<file path="src/design/csrs_pkg.sv">
// Package for the composite sync raster scanner: item type, color codes,
// sizes and reset constants. No dependencies.
package csrs_pkg;

   localparam int COORD_BITS_DEFAULT = 11;
   localparam int COUNT_BITS_DEFAULT = 8;
   localparam int THRESH_BITS        = 8;
   localparam int THRESH_RESET       = 35;
   localparam int EXTENT_RESET       = 100;

   typedef enum logic [1:0] {
      COLOR_BLACK = 2'd0,
      COLOR_WHITE = 2'd1,
      COLOR_HSYNC = 2'd2,
      COLOR_VSYNC = 2'd3
   } color_type;

   // One validly driven edge as held in the input register
   typedef struct packed {
      logic sync_level;
      logic data_level;
   } item_type;

endpackage

</file>
<file path="src/design/csrs_ifs.sv">
// Channel interfaces of the raster scanner: request, response and register write.
// Depends on csrs_pkg for the register width.
interface csrs_req_if;
   logic valid;
   logic ready;
   logic sync_level;
   logic data_level;
   logic lines_valid;

   modport source (output valid, output sync_level, output data_level,
                   output lines_valid, input ready);
   modport sink   (input valid, input sync_level, input data_level,
                   input lines_valid, output ready);
endinterface

interface csrs_rsp_if #(
   parameter int COORD_BITS = csrs_pkg::COORD_BITS_DEFAULT
);
   logic                  valid;
   logic                  ready;
   logic [COORD_BITS-1:0] pixel_x;
   logic [COORD_BITS-1:0] pixel_y;
   logic [1:0]            color_class;
   logic [COORD_BITS-1:0] extent_x;
   logic [COORD_BITS-1:0] extent_y;

   modport source (output valid, output pixel_x, output pixel_y, output color_class,
                   output extent_x, output extent_y, input ready);
   modport sink   (input valid, input pixel_x, input pixel_y, input color_class,
                   input extent_x, input extent_y, output ready);
endinterface

interface csrs_csr_if;
   logic                             valid;
   logic                             ready;
   logic [csrs_pkg::THRESH_BITS-1:0] data;

   modport source (output valid, output data, input ready);
   modport sink   (input valid, input data, output ready);
endinterface

</file>
<file path="src/design/csrs_scan_core.sv">
// Scan state of the raster scanner and the per-edge update logic.
// Depends on csrs_pkg.
module csrs_scan_core #(
   parameter int COORD_BITS = csrs_pkg::COORD_BITS_DEFAULT,
   parameter int COUNT_BITS = csrs_pkg::COUNT_BITS_DEFAULT
) (
   input  logic                             clock,
   input  logic                             reset,
   input  logic                             step_en,
   input  csrs_pkg::item_type               item,
   input  logic [csrs_pkg::THRESH_BITS-1:0] threshold,
   output logic [COORD_BITS-1:0]            pixel_x,
   output logic [COORD_BITS-1:0]            pixel_y,
   output logic [1:0]                       color_class,
   output logic [COORD_BITS-1:0]            extent_x,
   output logic [COORD_BITS-1:0]            extent_y
);
   import csrs_pkg::*;

   localparam int CMP_BITS = (COUNT_BITS > THRESH_BITS) ? COUNT_BITS : THRESH_BITS;

   logic                  in_hsync_ff, in_hsync_in;
   logic                  in_vsync_ff, in_vsync_in;
   logic [COORD_BITS-1:0] scan_x_ff, scan_x_in;
   logic [COORD_BITS-1:0] scan_y_ff, scan_y_in;
   logic [COUNT_BITS-1:0] sync_count_ff, sync_count_in;
   logic [COORD_BITS-1:0] max_x_ff, max_x_in;
   logic [COORD_BITS-1:0] max_y_ff, max_y_in;

   logic [COORD_BITS-1:0] scan_y_inc;
   logic [COUNT_BITS-1:0] sync_count_inc;
   logic                  thresh_hit;
   logic [COORD_BITS-1:0] scan_x_mid;
   color_type             color;

   assign scan_y_inc     = (&scan_y_ff) ? scan_y_ff : scan_y_ff + 1'b1;
   assign sync_count_inc = (&sync_count_ff) ? sync_count_ff : sync_count_ff + 1'b1;
   assign thresh_hit     = CMP_BITS'(sync_count_inc) > CMP_BITS'(threshold);

   always_comb begin
      in_hsync_in   = in_hsync_ff;
      in_vsync_in   = in_vsync_ff;
      scan_x_mid    = scan_x_ff;
      scan_y_in     = scan_y_ff;
      sync_count_in = sync_count_ff;
      max_y_in      = max_y_ff;
      priority if (item.sync_level && !in_hsync_ff) begin
         // rising sync: next line
         in_hsync_in   = 1'b1;
         scan_x_mid    = '0;
         scan_y_in     = scan_y_inc;
         sync_count_in = '0;
         if (scan_y_inc > max_y_ff) begin
            max_y_in = scan_y_inc;
         end
      end else if (item.sync_level) begin
         sync_count_in = sync_count_inc;
         if (thresh_hit) begin
            if (!in_vsync_ff) begin
               scan_x_mid  = '0;
               scan_y_in   = '0;
               in_vsync_in = 1'b1;
            end else if (scan_x_ff >= max_x_ff) begin
               scan_x_mid = '0;
               scan_y_in  = scan_y_inc;
            end
         end
      end else if (in_hsync_ff) begin
         in_hsync_in = 1'b0;
         if (in_vsync_ff) begin
            in_vsync_in = 1'b0;
            scan_x_mid  = '0;
            scan_y_in   = scan_y_inc;
         end
      end else begin
         // sync low outside sync: only the column advances
      end
   end

   always_comb begin
      priority if (in_vsync_in) begin
         color = COLOR_VSYNC;
      end else if (in_hsync_in) begin
         color = COLOR_HSYNC;
      end else if (item.data_level) begin
         color = COLOR_WHITE;
      end else begin
         color = COLOR_BLACK;
      end
   end

   // column advance after the result position is taken
   assign scan_x_in = (&scan_x_mid) ? scan_x_mid : scan_x_mid + 1'b1;
   assign max_x_in  = (scan_x_in > max_x_ff) ? scan_x_in : max_x_ff;

   assign pixel_x     = scan_x_mid;
   assign pixel_y     = scan_y_in;
   assign color_class = color;
   assign extent_x    = max_x_in;
   assign extent_y    = max_y_in;

   always_ff @(posedge clock) begin
      if (reset) begin
         in_hsync_ff   <= 1'b0;
         in_vsync_ff   <= 1'b0;
         scan_x_ff     <= '0;
         scan_y_ff     <= '0;
         sync_count_ff <= '0;
         max_x_ff      <= COORD_BITS'(EXTENT_RESET);
         max_y_ff      <= COORD_BITS'(EXTENT_RESET);
      end else if (step_en) begin
         in_hsync_ff   <= in_hsync_in;
         in_vsync_ff   <= in_vsync_in;
         scan_x_ff     <= scan_x_in;
         scan_y_ff     <= scan_y_in;
         sync_count_ff <= sync_count_in;
         max_x_ff      <= max_x_in;
         max_y_ff      <= max_y_in;
      end
   end

endmodule

</file>
<file path="src/design/csrs_rsp_reg.sv">
// Response register of the raster scanner: holds one result until taken.
// Depends on csrs_pkg and csrs_rsp_if.
module csrs_rsp_reg #(
   parameter int COORD_BITS = csrs_pkg::COORD_BITS_DEFAULT
) (
   input  logic                  clock,
   input  logic                  reset,
   input  logic                  load,
   input  logic [COORD_BITS-1:0] pixel_x,
   input  logic [COORD_BITS-1:0] pixel_y,
   input  logic [1:0]            color_class,
   input  logic [COORD_BITS-1:0] extent_x,
   input  logic [COORD_BITS-1:0] extent_y,
   output logic                  space,
   csrs_rsp_if.source            rsp_bus
);
   import csrs_pkg::*;

   logic                  valid_ff;
   logic [COORD_BITS-1:0] pixel_x_ff, pixel_y_ff, extent_x_ff, extent_y_ff;
   logic [1:0]            color_ff;

   assign space = !valid_ff || rsp_bus.ready;

   always_ff @(posedge clock) begin
      if (reset) begin
         valid_ff <= 1'b0;
      end else if (space) begin
         valid_ff <= load;
      end
   end

   always_ff @(posedge clock) begin
      if (load && space) begin
         pixel_x_ff  <= pixel_x;
         pixel_y_ff  <= pixel_y;
         color_ff    <= color_class;
         extent_x_ff <= extent_x;
         extent_y_ff <= extent_y;
      end
   end

   assign rsp_bus.valid       = valid_ff;
   assign rsp_bus.pixel_x     = pixel_x_ff;
   assign rsp_bus.pixel_y     = pixel_y_ff;
   assign rsp_bus.color_class = color_ff;
   assign rsp_bus.extent_x    = extent_x_ff;
   assign rsp_bus.extent_y    = extent_y_ff;

endmodule

</file>
<file path="src/design/composite_sync_raster_scanner_core.sv">
// Top level of the composite sync raster scanner.
// Depends on csrs_pkg, csrs_ifs, csrs_scan_core and csrs_rsp_reg.
//
//   channel   dir  payload                                         accepted when
//   req_bus   in   sync_level, data_level, lines_valid             valid && ready
//   rsp_bus   out  pixel_x, pixel_y, color_class, extent_x/y       valid && ready
//   csr_bus   in   data (vsync threshold)                          valid && ready
//
// One request per cycle sustained while the response is not stalled; a result
// passes through the input register, then the response register. Requests with
// lines_valid low are taken and dropped. Reset clears the scan state, sets
// extents to 100 and the threshold to 35. A stalled response holds the
// pipeline; req_bus.ready drops only when both registers are full.
module composite_sync_raster_scanner_core #(
   parameter int COORD_BITS = csrs_pkg::COORD_BITS_DEFAULT,
   parameter int COUNT_BITS = csrs_pkg::COUNT_BITS_DEFAULT
) (
   input logic        clock,
   input logic        reset,
   csrs_req_if.sink   req_bus,
   csrs_rsp_if.source rsp_bus,
   csrs_csr_if.sink   csr_bus
);
   import csrs_pkg::*;

   logic                   in_valid_ff;
   item_type               item_ff;
   logic [THRESH_BITS-1:0] threshold_ff;
   logic                   space;
   logic                   fire;
   logic                   req_take;

   logic [COORD_BITS-1:0]  pixel_x, pixel_y, extent_x, extent_y;
   logic [1:0]             color_class;

   assign fire           = in_valid_ff && space;
   assign req_bus.ready  = !in_valid_ff || fire;
   assign req_take       = req_bus.valid && req_bus.ready;
   assign csr_bus.ready  = 1'b1;

   always_ff @(posedge clock) begin
      if (reset) begin
         in_valid_ff <= 1'b0;
      end else if (req_bus.ready) begin
         in_valid_ff <= req_bus.valid && req_bus.lines_valid;
      end
   end

   always_ff @(posedge clock) begin
      if (req_take) begin
         item_ff.sync_level <= req_bus.sync_level;
         item_ff.data_level <= req_bus.data_level;
      end
   end

   always_ff @(posedge clock) begin
      if (reset) begin
         threshold_ff <= THRESH_BITS'(THRESH_RESET);
      end else if (csr_bus.valid) begin
         threshold_ff <= csr_bus.data;
      end
   end

   csrs_scan_core #(
      .COORD_BITS (COORD_BITS),
      .COUNT_BITS (COUNT_BITS)
   ) u_scan (
      .clock       (clock),
      .reset       (reset),
      .step_en     (fire),
      .item        (item_ff),
      .threshold   (threshold_ff),
      .pixel_x     (pixel_x),
      .pixel_y     (pixel_y),
      .color_class (color_class),
      .extent_x    (extent_x),
      .extent_y    (extent_y)
   );

   csrs_rsp_reg #(
      .COORD_BITS (COORD_BITS)
   ) u_rsp (
      .clock       (clock),
      .reset       (reset),
      .load        (in_valid_ff),
      .pixel_x     (pixel_x),
      .pixel_y     (pixel_y),
      .color_class (color_class),
      .extent_x    (extent_x),
      .extent_y    (extent_y),
      .space       (space),
      .rsp_bus     (rsp_bus)
   );

endmodule

</file>
<file path="src/flat_wrapper.sv">
// flat-port wrapper written by rule: the top's interface ports become plain ports
module composite_sync_raster_scanner_core_flat import csrs_pkg::*;
#(
   parameter int COORD_BITS = csrs_pkg::COORD_BITS_DEFAULT,
   parameter int COUNT_BITS = csrs_pkg::COUNT_BITS_DEFAULT
)
  (clock, reset, req_bus_valid, req_bus_sync_level, req_bus_data_level, req_bus_lines_valid, req_bus_ready, rsp_bus_valid, rsp_bus_pixel_x, rsp_bus_pixel_y, rsp_bus_color_class, rsp_bus_extent_x, rsp_bus_extent_y, rsp_bus_ready, csr_bus_valid, csr_bus_data, csr_bus_ready);
  csrs_req_if req_bus_i ();
  csrs_rsp_if #(.COORD_BITS(COORD_BITS)) rsp_bus_i ();
  csrs_csr_if csr_bus_i ();
  input logic clock;
  input logic reset;
  input wire logic [$bits(req_bus_i.valid)-1:0] req_bus_valid;
  input wire logic [$bits(req_bus_i.sync_level)-1:0] req_bus_sync_level;
  input wire logic [$bits(req_bus_i.data_level)-1:0] req_bus_data_level;
  input wire logic [$bits(req_bus_i.lines_valid)-1:0] req_bus_lines_valid;
  output wire logic [$bits(req_bus_i.ready)-1:0] req_bus_ready;
  output wire logic [$bits(rsp_bus_i.valid)-1:0] rsp_bus_valid;
  output wire logic [$bits(rsp_bus_i.pixel_x)-1:0] rsp_bus_pixel_x;
  output wire logic [$bits(rsp_bus_i.pixel_y)-1:0] rsp_bus_pixel_y;
  output wire logic [$bits(rsp_bus_i.color_class)-1:0] rsp_bus_color_class;
  output wire logic [$bits(rsp_bus_i.extent_x)-1:0] rsp_bus_extent_x;
  output wire logic [$bits(rsp_bus_i.extent_y)-1:0] rsp_bus_extent_y;
  input wire logic [$bits(rsp_bus_i.ready)-1:0] rsp_bus_ready;
  input wire logic [$bits(csr_bus_i.valid)-1:0] csr_bus_valid;
  input wire logic [$bits(csr_bus_i.data)-1:0] csr_bus_data;
  output wire logic [$bits(csr_bus_i.ready)-1:0] csr_bus_ready;
  assign req_bus_i.valid = req_bus_valid;
  assign req_bus_i.sync_level = req_bus_sync_level;
  assign req_bus_i.data_level = req_bus_data_level;
  assign req_bus_i.lines_valid = req_bus_lines_valid;
  assign req_bus_ready = req_bus_i.ready;
  assign rsp_bus_valid = rsp_bus_i.valid;
  assign rsp_bus_pixel_x = rsp_bus_i.pixel_x;
  assign rsp_bus_pixel_y = rsp_bus_i.pixel_y;
  assign rsp_bus_color_class = rsp_bus_i.color_class;
  assign rsp_bus_extent_x = rsp_bus_i.extent_x;
  assign rsp_bus_extent_y = rsp_bus_i.extent_y;
  assign rsp_bus_i.ready = rsp_bus_ready;
  assign csr_bus_i.valid = csr_bus_valid;
  assign csr_bus_i.data = csr_bus_data;
  assign csr_bus_ready = csr_bus_i.ready;
  composite_sync_raster_scanner_core #(.COORD_BITS(COORD_BITS), .COUNT_BITS(COUNT_BITS)) u_core (.clock(clock), .reset(reset), .req_bus(req_bus_i), .rsp_bus(rsp_bus_i), .csr_bus(csr_bus_i));
endmodule
</file>
<file path="config.mk">
export PLATFORM = sky130hd
export DESIGN_NAME = composite_sync_raster_scanner_core_flat
export DESIGN_NICKNAME = d
export VERILOG_FILES = /design/src/design/csrs_pkg.sv /design/src/design/csrs_ifs.sv /design/src/design/csrs_scan_core.sv /design/src/design/csrs_rsp_reg.sv /design/src/design/composite_sync_raster_scanner_core.sv /design/src/flat_wrapper.sv
export SDC_FILE = /design/constraint.sdc
export NUM_CORES = 1
export LEC_CHECK = 0
export ABC_AREA = 1
export BUFFER_PORTS_ARGS = -buffer_cell sky130_fd_sc_hd__buf_2
export CAP_MARGIN = 20
export CORE_MARGIN = 2
export CORE_UTILIZATION = 48
export CTS_CLUSTER_DIAMETER = 150
export DETAILED_ROUTE_END_ITERATION = 10
export GPL_TIMING_DRIVEN = 0
export HOLD_SLACK_MARGIN = 0.12
export PLACE_DENSITY = 0.67
export SYNTH_ARGS = -nofsm -noshare
export SYNTH_HDL_FRONTEND = slang
export SYNTH_SLANG_ARGS = --single-unit
</file>
<file path="constraint.sdc">
create_clock -name clock -period 10.6 [get_ports clock]
set_input_delay 0.53 -clock clock [delete_from_list [all_inputs] [get_ports clock]]
set_output_delay 0.53 -clock clock [all_outputs]
set_load 0.005 [all_outputs]
</file>
### Word-level counts from Yosys, hierarchy flattened

Cells that the tools add are included.

* $add $sub $neg: 3
* $mul: 0
* divide/modulo/power cells: 0
* magnitude comparators: 4
* equality and inequality tests: 0
* shift operators: 0
* mux-type cells: 30
* bitwise logic cells: 0
* reductions and logical operators: 15

Operator list (count)
* 11-bit two-way mux: 19
* 8-bit two-way mux: 3
* 11-bit by 1-bit adder with 11-bit output (second input constant): 2
* 11-bit greater-than comparator: 2
* 11-bit AND reduction: 2
* 11-bit greater-or-equal comparator: 1
* 8-bit by 1-bit adder with 8-bit output (second input constant): 1
* 8-bit greater-than comparator: 1
* 1-bit two-way mux: 8
* 8-bit AND reduction: 1
* 1-bit logical AND: 4
* 1-bit zero test: 3
* 1-bit logical OR: 2
* 2-bit AND reduction: 1
* 2-bit nonzero test: 1
* 2-bit OR reduction: 1

* flip-flop bits (word level): 112
* latch bits: 0
* memory bits (writable): 0
* memory bits (read-only): 0
* input port bits: 16
* output and inout bits: 49
* word-level logic and storage cells: 70
* memories: 0

### Depth between registers and ports, before layout

Gate-level depths: netlist of run 1.

* word-level depth: 10
* gate-level depth with buffers: 38
* gate-level depth less buffers: 36

### By module

From an unflattened synthesis of run 1, not the netlist that was laid out.

* cells, all modules: 828
* area, all modules: 6642.6 sq um

By module, submodules not included
* csrs_scan_core: instances 1, cells an instance 729, area an instance 4792.1 sq um, sequential area each 1081.0 sq um
* csrs_rsp_reg: instances 1, cells an instance 52, area an instance 1428.9 sq um, sequential area each 1401.3 sq um
* composite_sync_raster_scanner_core: instances 1, cells an instance 47, area an instance 421.7 sq um, sequential area each 240.2 sq um

### Least setup slack after synthesis of run 1

No wires, ideal clock.

* kind: flip-flop to flip-flop
* start point: reg u_core.u_scan.sync_count_ff[0]
* end point: reg u_core.u_rsp.extent_x_ff[0] (netlist: u_core.u_rsp.rsp_bus.extent_x[0]) (data pin)
* library setup time: 0.255 ns
* data arrival time: 4.892 ns
* data required time: 10.345 ns
* path slack: 5.453 ns
* stages on the path, launching flop included: 33
* path buffers: 3
* period minus slack after synthesis: 5.147 ns
* cell sequence: dfxtp_1 -> ha_1 -> nand2_1 -> nor3_1 -> nand3_1 -> nand4_1 -> xnor2_1 -> ha_1 -> nand2_1 -> inv_1 -> nand2_1 -> nand2_1 -> nand2_1 -> a21oi_2 -> nand3_4 -> buf_6 -> nand3_2 -> inv_2 -> ha_1 -> nand4_2 -> nor2_4 -> nand3_4 -> buf_6 -> nand3_2 -> ha_1 -> nand2_1 -> nor4b_1 -> or3b_2 -> nand2_2 -> inv_1 -> buf_2 -> nand3_1 -> nand2_1

* cells in the longest elaborated chain, start to end: 10
* elaborated cells on any way between the ends: 12
* those cells by class: add/sub (2); order compare (2); mux (6); reduce/logical (2)

Ends and longest elaborated chain
* from (decl): RTL line csrs_scan_core.sv:26 `logic [COUNT_BITS-1:0] sync_count_ff, sync_count_in;`
* from (signal assigned): RTL line csrs_scan_core.sv:116 `sync_count_ff <= sync_count_in;`
* 8-bit by 1-bit adder with 8-bit output or 8-bit AND reduction (tied branches): RTL line csrs_scan_core.sv:37 `assign sync_count_inc = (&sync_count_ff) ? sync_count_ff : sync_count_ff + 1'b1;`
* 8-bit two-way mux *: RTL line csrs_scan_core.sv:37
* 8-bit greater-than comparator *: RTL line csrs_scan_core.sv:38 `assign thresh_hit = CMP_BITS'(sync_count_inc) > CMP_BITS'(threshold);`
* 11-bit two-way mux *: RTL line csrs_scan_core.sv:58 `if (thresh_hit) begin`
* 11-bit two-way mux *: RTL line csrs_scan_core.sv:56 `end else if (item.sync_level) begin`
* 11-bit two-way mux *: RTL line csrs_scan_core.sv:47 `priority if (item.sync_level && !in_hsync_ff) begin`
* via u_core.pixel_x[0]: RTL line composite_sync_raster_scanner_core.sv:33 `logic [COORD_BITS-1:0] pixel_x, pixel_y, extent_x, extent_y;`
* 11-bit by 1-bit adder with 11-bit output or 11-bit AND reduction (tied branches): RTL line csrs_scan_core.sv:93 `assign scan_x_in = (&scan_x_mid) ? scan_x_mid : scan_x_mid + 1'b1;`
* 11-bit two-way mux *: RTL line csrs_scan_core.sv:93
* via u_core.u_scan.scan_x_in[9]: RTL line csrs_scan_core.sv:24 `logic [COORD_BITS-1:0] scan_x_ff, scan_x_in;`
* 11-bit greater-than comparator *: RTL line csrs_scan_core.sv:94 `assign max_x_in = (scan_x_in > max_x_ff) ? scan_x_in : max_x_ff;`
* 11-bit two-way mux *: RTL line csrs_scan_core.sv:94
* via u_core.extent_x[0]: RTL line composite_sync_raster_scanner_core.sv:33
* to (signal assigned): RTL line csrs_rsp_reg.sv:38 `extent_x_ff <= extent_x;`
* to (decl): RTL line csrs_rsp_reg.sv:20 `logic [COORD_BITS-1:0] pixel_x_ff, pixel_y_ff, extent_x_ff, extent_y_ff;`

Mark *: on every way through the listed nets, which the timed path passes. The rest lies on a longest branch.
A chain may end at the register's enable or synchronous reset.

### Final worst setup path of run 1

* start point: reg u_core.u_scan.sync_count_ff[0]
* end point: reg u_core.u_rsp.extent_x_ff[5] (netlist: u_core.u_rsp.rsp_bus.extent_x[5]) (data pin)

Same word-level chain as after synthesis.

==> results of run 1 <==
==> worst paths after layout <==
kind / cells after the start / to / startpoint / slack [ns]
max: 32 / u_core.u_rsp.rsp_bus.extent_x[5]$_DFFE_PP_ / u_core.u_scan.sync_count_ff[0]$_SDFFE_PP0P_ / 4.55
min: 1 / u_core.item_ff[1]$_DFFE_PP_ / req_bus_sync_level / 0.34
max reg2reg: 32 / u_core.u_rsp.rsp_bus.extent_x[5]$_DFFE_PP_ / u_core.u_scan.sync_count_ff[0]$_SDFFE_PP0P_ / 4.55
min reg2reg: 2 / u_core.threshold_ff[6]$_SDFFE_PP0P_ / u_core.threshold_ff[6]$_SDFFE_PP0P_ / 0.46
==> kinds of logic after synthesis <==
family | after synthesis | share of synthesized area, %
adder cells (fa/ha/maj) | 44 | 8.71
AO/OA/AOI/OAI | 174 | 15.0
other | 1 | 0.0593
XOR/XNOR | 16 | 2.22
buffers and inverters | 168 | 10.3
flip-flops | 112 | 43.1
AND/OR/NAND/NOR | 290 | 20.7
==> sequential cells by signal, indices dropped and copies added, names as in the netlist <==
register,cells
u_core.u_rsp.rsp_bus.extent_x,11
u_core.u_rsp.rsp_bus.extent_y,11
u_core.u_rsp.rsp_bus.pixel_x,11
u_core.u_rsp.rsp_bus.pixel_y,11
u_core.u_scan.max_x_ff,11
u_core.u_scan.max_y_ff,11
u_core.u_scan.scan_x_ff,11
u_core.u_scan.scan_y_ff,11
u_core.threshold_ff,8
u_core.u_scan.sync_count_ff,8
u_core.item_ff,2
u_core.u_rsp.rsp_bus.color_class,2
u_core.in_valid_ff,1
u_core.u_rsp.rsp_bus.valid,1
u_core.u_scan.in_hsync_ff,1
u_core.u_scan.in_vsync_ff,1
==> report_power, final <==
part	switching, mW	total, mW	internal, mW
sequential	0.00953	0.480	0.470
clock	0.148	0.313	0.166
combinational	0.0821	0.122	0.0403
==> cells in the mapped netlist, types with 2 or more instances <==
cell       instances
o2111ai_1          2
o311ai_0           4
o21ai_0           66
nor2_1            46
nand2_4            2
dfxtp_1           64
nand4_1           10
a21o_1             2
nand2_1          162
nand3_2            4
inv_1            137
inv_2              6
nand2_2            6
clkbuf_1          16
o21ai_1            7
buf_2              2
buf_6              2
edfxtp_1          48
o211ai_1           8
nand3_4            2
o221ai_1           2
ha_1              44
nor3_1             6
xnor2_1            3
xor2_1            13
a21oi_1           76
nand3_1           42
buf_1              3
==> metal layers <==
| layer | routed length, um | vias up | share of wire, % | track usage [%] |
|---|---|---|---|---|
| met5 | 0 | - | 0 | 0 |
| met3 | 987 | 19 | 6.6 | 3.62 |
| met2 | 6460 | 188 | 43 | 33.5 |
| li1 | - | 2813 | - | - |
| met4 | 309 | 0 | 2.1 | 9.00 |
| met1 | 7250 | 2444 | 48 | 31.8 |
==> area by class of cell <==
type | instances | area [um2] | share of cell area (%)
plain buffers | 24 | 113 | 1.58
well taps | 172 | 215 | 3.01
clock buffers | 13 | 250 | 3.50
clock inverters | 3 | 16.3 | 0.228
flip-flops and latches | 112 | 2720 | 38.1
multi-input cells | 525 | 2950 | 41.3
inverters | 144 | 541 | 7.57
repair buffers | 64 | 335 | 4.70
==> worst max-delay path, delay by kind of cell (launching register included) <==
family / cells / cell delay [ns]
AO/OA/AOI/OAI: 4 / 0.86
adder cells (fa/ha/maj): 4 / 1.10
buffers and inverters: 4 / 0.74
flip-flops: 1 / 0.42
AND/OR/NAND/NOR: 20 / 2.63
==> metrics by stage <==
stage | worst slack [ns] | cells | hold WS (ns)
5_1_grt | 3.84 | 1057 | 0.331
2_1_floorplan | 5.45 | 805 | 0.435
4_1_cts | 4.59 | 1057 | 0.328
3_5_place_dp | 4.64 | 1041 | 0.453
3_3_place_gp | 4.64 | 1040 | 0.450
6_report | 4.55 | 1057 | 0.338
==> reports/results.ini, run 1 <==
[logic_synthesis]
async_flop_share_pct = 0
yosysTopAreaCell = edfxtp_1
synth_cells = 805
synth_ff_type = dfxtp_1
synth.area.top_cells = edfxtp_1 23%, dfxtp_1 20%, nand2_1 9.6%, ha_1 8.7%, inv_1 8.1%
yosysWarnings = 0
syn_area_mm2 = 0.00632
synth_fp_nets = 865
yosys.area.top_type_share_pct = 22.8
ys_ff_latch = 112
synth_area_per_cell_um2 = 7.86
synth_edf_count = 48
yosysUniqueCellTypes = 48
yosysSeqAreaShare_pct = 43.1

[critical_path]
cpPeakStageDelay_ns = 0.42
cp_common_cell = nand2_1
worstSetupEndpointType = flip-flop
critPathKind = flip-flop to flip-flop
crit_arrival_ns = 6.16
crit_path_start_kind = flip-flop
worstPathRequired_ns = 10.72
slowest_stage = dfxtp_1
cp_max_fo = 10

[timing]
final-hold-violation-count = 0
timing.final.crit_share_pct = 57.0
relSlewSlack_pct = 56.1
rsz0062_at_grt = no
finalSetupTns_ns = 0
fmax_ghz = 0.165
worst_pin_slew_ns = 0.651
fin_skew_ns = 0.0109
final.min_clock_period_ns = 6.05
setup_viol = 0
drv_slew = 0

[die]
core_mm2 = 0.0127
die_x_um = 119
die_area_mm2 = 0.0141
die_height_um = 119
io_pins = 65
row_count = 41
start_util_pct = 49.7

[clocking]
post_cts_resized = 0
clockBufferDepth = 2
cts_setup_buffers = 0
cts_buffers = 9
cts_sinks = 112
h-tree-depth = 3
clk_pin_slew_ns = 0.07
clkLatencyLatePin_ns = 0.36
cts_tree = done
hold_buffers = 0
cts-root-buf = clkbuf_16

[global_route]
antenna_found_initial = 0
grt_max_degree = 33
groute.usage.overall_pct = 22.3
grt_pass1_vias = 5015
grt_overflow = 0
grt_pass1_wl_um = 24800

[pwr]
irDropWorstVdd_uv = 88.2
p_leak_nw = 3.43
p_total_uw = 915
powerDensity_mw_per_mm2 = 128

[placement]
place_area_mm2 = 0.00688
hpwl_um = 11300
gp_congestion = 0.928
port_buffers = 63

[drt]
drt_iter0_drc = 422
vias = 5464
dr.pass1.iters = 8
viasPerCell = 5.17
wl_per_cell_um = 14.2
drc = 0
ant_nets = 0
routed_wl_um = 15000

[cells_and_area]
num-nets-final = 940
fin_area_mm2 = 0.00714
area_delta_synth_final_pct = 12.9
drive_above_1_share_pct = 12.5
utilization_pct = 56.1
nFillCells = 1255
antenna_cells = 0
final_common_cell = nand2_1
mostFrequentLayoutCells = 162 x nand2_1, 137 x inv_1, 76 x a21oi_1, 66 x buf_2, 66 x o21ai_0

[outcome]
status = complete, no violations

[job]
maxCapViolations = 0

[min_path]
hold_path.class = primary input to flip-flop

Note: power is estimated with default switching activity, not from simulation.
==> inputs of run 2 (changes only) <==
--- a/config.mk
+++ b/config.mk
@@ -5,7 +5,7 @@
 export SDC_FILE = /design/constraint.sdc
 export NUM_CORES = 1
 export LEC_CHECK = 0
-export ABC_AREA = 1
+export ABC_AREA = 0
 export BUFFER_PORTS_ARGS = -buffer_cell sky130_fd_sc_hd__buf_2
 export CAP_MARGIN = 20
 export CORE_MARGIN = 2
==> constraint.sdc (replaced) <==
create_clock -name clock -period 6.1 [get_ports clock]
set_input_delay 0.305 -clock clock [delete_from_list [all_inputs] [get_ports clock]]
set_output_delay 0.305 -clock clock [all_outputs]
set_load 0.005 [all_outputs]
==> run 2 against run 1 <==
  * Synthesized cell count is 19% lower
  * Register-to-register slack lost 4.3 ns
  * Clock skew shrank 0.0025 ns
  * Maximum frequency increased by 2.6%
  * First-iteration DRC count is 7.6% lower
  * Combinational power barely moved
  * Die area shrank 2.4%
  * Cell count fell by 12%
  * Flip-flop and latch count unchanged
  * Global-route usage rose by 1.3 points
  * Worst hold slack got worse by 0.18 ns
  * Largest power group unchanged
==> reports/results.ini, run 2 <==
[outcome]
status = complete, no violations

[timing]
drv_slew = 0
fin_skew_ns = 0.00846
relSlewSlack_pct = 39.9
rsz0062_at_grt = no
worst_pin_slew_ns = 0.900
setup_ws_ns = 0.209
timing.final.crit_share_pct = 96.6
final-hold-violation-count = 0
setup_viol = 0
final.min_clock_period_ns = 5.89
finalSetupTns_ns = 0
hold_ws_ns = 0.159
fmax_ghz = 0.170

[global_route]
grt_max_degree = 31
grt_overflow = 0
groute.usage.overall_pct = 23.6
grt_pass1_vias = 4981
antenna_found_initial = 0
grt_pass1_wl_um = 25800

[cells_and_area]
mostFrequentLayoutCells = 67 x buf_2, 59 x dfxtp_1, 57 x nand2_1, 54 x nor2_1, 48 x edfxtp_1
num-nets-final = 812
multi_input_comb_area_mm2 = 0.00341
utilization_pct = 59.7
fin_area_mm2 = 0.00750
antenna_cells = 0
drive_above_1_share_pct = 23.0
nFillCells = 1087
seqCellArea_mm2 = 0.00274
final_common_cell = buf_2
area_delta_synth_final_pct = 21.6

[logic_synthesis]
yosys.area.top_type_share_pct = 23.4
yosysSeqAreaShare_pct = 44.1
syn_area_mm2 = 0.00617
ys_ff_latch = 112
synth_edf_count = 48
async_flop_share_pct = 0
yosysTopAreaCell = edfxtp_1
yosysWarnings = 0
yosysUniqueCellTypes = 69
synthTopCellsByCount = 64 x dfxtp_1, 58 x nand2_1, 58 x nor2_1, 48 x edfxtp_1
synth.most_common_cell = dfxtp_1
synth_fp_nets = 712
synth_cells = 652
synth_ff_type = dfxtp_1
synth_area_per_cell_um2 = 9.46
synth.area.top_cells = edfxtp_1 23%, dfxtp_1 21%, ha_1 8.9%, nand2_1 3.5%, nor2_1 3.5%

[clocking]
cts_sinks = 112
cts_buffers = 9
clk_pin_slew_ns = 0.07
clkLatencyLatePin_ns = 0.36
cts_tree = done
clockBufferDepth = 2
cts-root-buf = clkbuf_16
h-tree-depth = 3

[critical_path]
slowest_stage = or4_4
crit_path_start_kind = flip-flop
path_depth = 27
cp_common_cell = and3_4
critPathBufInv = 2
cp_top_family = simple AND/OR/NAND/NOR gates
critPathKind = flip-flop to flip-flop
reg2reg_depth = 27
cp_max_fo = 11
worstPathRequired_ns = 6.21
cpPeakStageDelay_ns = 0.53
worstSetupEndpointType = flip-flop
crit_arrival_ns = 6.00

[pwr]
p_leak_nw = 3.11
powerDensity_mw_per_mm2 = 194
irDropWorstVdd_uv = 103

[drt]
vias = 5265
dr.pass1.iters = 5
drt_iter0_drc = 390
ant_nets = 0
routed_wl_um = 16000
wl_per_cell_um = 17.2
viasPerCell = 5.67
drc = 0

[job]
maxCapViolations = 0

[min_path]
hold_path.class = primary input to flip-flop
min_path_cells = 3

[die]
die_x_um = 117
die_height_um = 117
io_pins = 65
start_util_pct = 49.1
core_mm2 = 0.0126
row_count = 41
die_area_mm2 = 0.0138

[placement]
dp_slack_ns = -1.35
hpwl_um = 11100
place_area_mm2 = 0.00674
gp_congestion = 0.947
port_buffers = 62

## run 2: changes by cell type after synthesis, moves of 8 or more
cell      previous run  this run
nor2_1              46        58
inv_1              137        44
and2_1               1        13
nand2_1            162        58
and3_1               0         8
mux2i_1              0        14
xnor2_1              3        12
nand3_1             42        30
a21oi_1             76        38
mux2_2               0         9
o21ai_0             66        33
a211oi_1             0        11
## run 2: worst paths after layout
check | endpoint | start | slack [ns]
worst min-delay path | u_core.threshold_ff[0]$_SDFFE_PP1P_ | csr_bus_data[0] | 0.16
worst max register to register | u_core.u_rsp.rsp_bus.extent_x[1]$_DFFE_PP_ | u_core.u_scan.sync_count_ff[3]$_SDFFE_PP0P_ | 0.21
worst min register to register | u_core.threshold_ff[5]$_SDFFE_PP1P_ | u_core.threshold_ff[5]$_SDFFE_PP1P_ | 0.49
worst max-delay path | u_core.u_rsp.rsp_bus.extent_x[1]$_DFFE_PP_ | u_core.u_scan.sync_count_ff[3]$_SDFFE_PP0P_ | 0.21
## run 2: routing by layer
layer | GRT usage [%] | up-vias | share of wire (%)
met4 | 8.66 | 0 | 2.5
met3 | 3.84 | 35 | 6.8
li1 | - | 2577 | -
met1 | 33.6 | 2454 | 46
met5 | 0 | - | 0
met2 | 36.3 | 199 | 45
## run 2: worst reg2reg max path, stage by stage (launching register included)
cell,delay [ns]
dfxtp_4,0.37
and3_4,0.18
and3_4,0.21
nand3_4,0.11
and2_4,0.18
xor2_2,0.15
ha_1,0.29
and3_4,0.20
a221oi_4,0.32
a2bb2oi_4,0.21
a21oi_2,0.07
nor2_1,0.23
nor2_4,0.13
nor2_4,0.18
ha_4,0.18
nand4_1,0.15
nor4_4,0.19
nand4_1,0.14
buf_6,0.17
o21ai_4,0.16
xor2_2,0.22
nor2_1,0.07
ha_1,0.33
nand3_2,0.12
or4_4,0.53
o21ai_4,0.10
buf_12,0.14
mux2_2,0.33
## run 2: final cells by class
class                           instances  share of cell area, %
Sequential cell                       112                   36.5
Inverter                               45                   2.25
Buffer                                 28                   1.99
Clock buffer                           11                   3.10
Clock inverter                          5                  0.317
Timing Repair Buffer                   90                   7.49
Multi-Input combinational cell        466                   45.5
Tap cell                              172                   2.87
## run 2: stage by stage
step	instances	power, mW
2_1_floorplan	652	0.885
3_3_place_gp	886	0.921
3_5_place_dp	887	0.925
4_1_cts	925	1.46
5_1_grt	929	1.51
6_report	929	1.45
## run 2: cell families (layout without fill, tap and decap cells)
logic type / Yosys count / after routing / synth area share, %
mux: 24 / 24 / 4.16
xor+xnor: 20 / 20 / 2.84
compound gates: 161 / 161 / 17.6
buf+inv: 75 / 179 / 5.01
simple gates: 215 / 216 / 17.3
flops: 112 / 112 / 44.1
fa+ha+maj: 44 / 44 / 8.93
other cells: 1 / 1 / 0.0608
## run 2: report_power, final
part	switching (mW)	leakage [nW]	internal [mW]	total (mW)
sequential	0.00751	0.993	0.791	0.799
clock	0.257	0.124	0.273	0.530
combinational	0.0781	1.99	0.0473	0.125
total	0.343	3.11	1.11	1.45
## run 2: repair_timing
action,in CTS,in global routing
hold endpoints to repair,2,0
buffers inserted,20,5
pin swaps,15,13
gates resized for setup,48,15
setup endpoints to repair,22,22
hold buffers,2,0
gates cloned,1,0
==> inputs of run 3 (changes only) <==
--- a/config.mk
+++ b/config.mk
@@ -10,6 +10,7 @@
 export CAP_MARGIN = 20
 export CORE_MARGIN = 2
 export CORE_UTILIZATION = 48
+export CTS_BUF_LIST = sky130_fd_sc_hd__clkbuf_2
 export CTS_CLUSTER_DIAMETER = 150
 export DETAILED_ROUTE_END_ITERATION = 10
 export GPL_TIMING_DRIVEN = 0
==> run 3 against run 2 <==
  * Combinational power grew 7%
  * Core utilization is the same
  * Design area is the same
  * Non-clock buffer count grew 20
  * Cell count increased by 2.2%
  * Sequential power barely moved
  * Wire length grew 2.0%
  * Largest power group unchanged
  * Clock skew grew 0.040 ns
  * Critical path depth did not move
  * Power is 16% lower
==> reports/results.ini, run 3 (synthesis gave the netlist of run 2 again) <==
[die]
io_pins = 65
start_util_pct = 49.1
row_count = 41
die_area_mm2 = 0.0138
core_mm2 = 0.0126
die_height_um = 117
die_x_um = 117

[timing]
timing.final.crit_share_pct = 97.2
final-hold-violation-count = 0
relSlewSlack_pct = 41.7
hold_ws_ns = 0.154
final.min_clock_period_ns = 5.93
fmax_ghz = 0.169
fin_skew_ns = 0.0489
finalSetupTns_ns = 0
setup_ws_ns = 0.173
setup_viol = 0
worst_pin_slew_ns = 0.873
drv_slew = 0

[cells_and_area]
utilization_pct = 59.7
drive_above_1_share_pct = 23.4
final_common_cell = buf_2
nFillCells = 1094
mostFrequentLayoutCells = 67 x buf_2, 59 x dfxtp_1, 57 x nand2_1, 53 x nor2_1, 48 x edfxtp_1
num-nets-final = 832
area_delta_synth_final_pct = 21.6
antenna_cells = 0
fin_area_mm2 = 0.00750
multi_input_comb_area_mm2 = 0.00340
final_cells = 949
seqCellArea_mm2 = 0.00273

[global_route]
grt_overflow = 0
grt_pass1_vias = 5109
groute.usage.overall_pct = 24.0
grt_pass1_wl_um = 26300
grt_max_degree = 31
antenna_found_initial = 0

[critical_path]
worstSetupEndpointType = flip-flop
crit_end = u_core.u_rsp.rsp_bus.extent_x[2]$_DFFE_PP_
r2r_end = u_core.u_rsp.rsp_bus.extent_x[2]$_DFFE_PP_
reg2reg_depth = 27
startpoint = u_core.u_scan.sync_count_ff[4]$_SDFFE_PP0P_
r2r-start = u_core.u_scan.sync_count_ff[4]$_SDFFE_PP0P_
critPathBufInv = 3
crit_arrival_ns = 6.35
cp_max_fo = 6
reg2reg_slack_ns = 0.17
cp_top_family = simple AND/OR/NAND/NOR gates
cp_common_cell = and3_4
cpPeakStageDelay_ns = 0.56
worstPathRequired_ns = 6.53
crit_path_start_kind = flip-flop
path_depth = 27
slowest_stage = or4_4
critPathKind = flip-flop to flip-flop

[pwr]
irDropWorstVdd_uv = 93.3
p_leak_nw = 3.13
powerDensity_mw_per_mm2 = 163
p_total_mw = 1.22

[drt]
drt_iter0_drc = 448
dr.pass1.iters = 6
wl_per_cell_um = 17.2
ant_nets = 0
routed_wl_um = 16300
viasPerCell = 5.62
drc = 0
vias = 5333

[placement]
port_buffers = 62
hpwl_um = 11100
dp_slack_ns = -1.35
place_inst = 887
gp_congestion = 0.947
place_area_mm2 = 0.00674

[clocking]
clkLatencyLatePin_ns = 0.63
cts_tree = done
cts_buffers = 9
clockBufferDepth = 2
h-tree-depth = 3
cts_sinks = 112
clk_pin_slew_ns = 0.30
cts-root-buf = clkbuf_2

[min_path]
hold_path.class = primary input to flip-flop

[job]
maxCapViolations = 0

[outcome]
status = complete, no violations

## run 3: cell type report
| class | instances | area share (%) |
|---|---|---|
| sequential | 112 | 36.5 |
| clock buffer | 11 | 0.734 |
| multi-input combinational | 466 | 45.4 |
| inverter | 45 | 2.25 |
| clock inverter | 5 | 0.317 |
| timing repair buffer | 110 | 10.0 |
| buffer | 28 | 1.99 |
| tap | 172 | 2.87 |
## run 3: worst min path at each step
| stage | start | to | slack [ns] | depth (start not counted) |
|---|---|---|---|---|
| 6_report | csr_bus_valid | u_core.threshold_ff[0]$_SDFFE_PP1P_ | 0.15 | 3 |
| 2_1_floorplan | req_bus_data_level | u_core.item_ff[0]$_DFFE_PP_ | 0.40 | 0 |
| 3_5_place_dp | u_core.u_scan.max_x_ff[3]$_SDFFE_PP0P_ | u_core.u_scan.max_x_ff[3]$_SDFFE_PP0P_ | 0.47 | 2 |
| 5_1_grt | csr_bus_valid | u_core.threshold_ff[5]$_SDFFE_PP1P_ | 0.13 | 3 |
| 4_1_cts | csr_bus_valid | u_core.threshold_ff[5]$_SDFFE_PP1P_ | 0.13 | 3 |
| 3_3_place_gp | u_core.u_scan.max_x_ff[3]$_SDFFE_PP0P_ | u_core.u_scan.max_x_ff[3]$_SDFFE_PP0P_ | 0.46 | 2 |
## run 3: metal layers
layer | GRT usage (%) | vias up | routed length, um
li1 | - | 2611 | -
met1 | 33.6 | 2499 | 7310
met2 | 37.7 | 197 | 7450
met3 | 3.75 | 26 | 1130
met4 | 8.73 | 0 | 378
met5 | 0 | - | 0
## run 3: repair_timing
| item | 4_1_cts | 5_1_grt |
|---|---|---|
| pin swaps | 14 | 13 |
| setup buffers | 25 | 5 |
| gates cloned | 1 | 0 |
| hold buffers | 17 | 0 |
| hold endpoints to repair | 16 | 0 |
| resized for setup | 47 | 15 |
| setup endpoints to repair | 22 | 22 |
## run 3: worst register-to-register path, cell delays in order, from the launching register on
cell and delay [ns]:
dfxtp_2 0.42, and3_4 0.19, and3_4 0.21, nand3_4 0.11, and2_4 0.18, xor2_2 0.14, ha_1 0.29, and3_4 0.20
a221oi_4 0.32, a2bb2oi_4 0.21, a21oi_2 0.08, o21ai_2 0.22, buf_6 0.15, and2_4 0.16, ha_4 0.15, nand4_1 0.15
nor4_4 0.19, nand4_1 0.15, buf_6 0.18, o21ai_4 0.20, xor2_2 0.21, nor2_1 0.06, ha_1 0.33, nand3_2 0.11
or4_4 0.56, o21ai_4 0.11, buf_12 0.15, mux2_2 0.32
## run 3: power by group
| part | switching, mW | internal (mW) |
|---|---|---|
| sequential | 0.00754 | 0.794 |
| clock | 0.236 | 0.0528 |
| combinational | 0.0800 | 0.0542 |
| total | 0.324 | 0.901 |
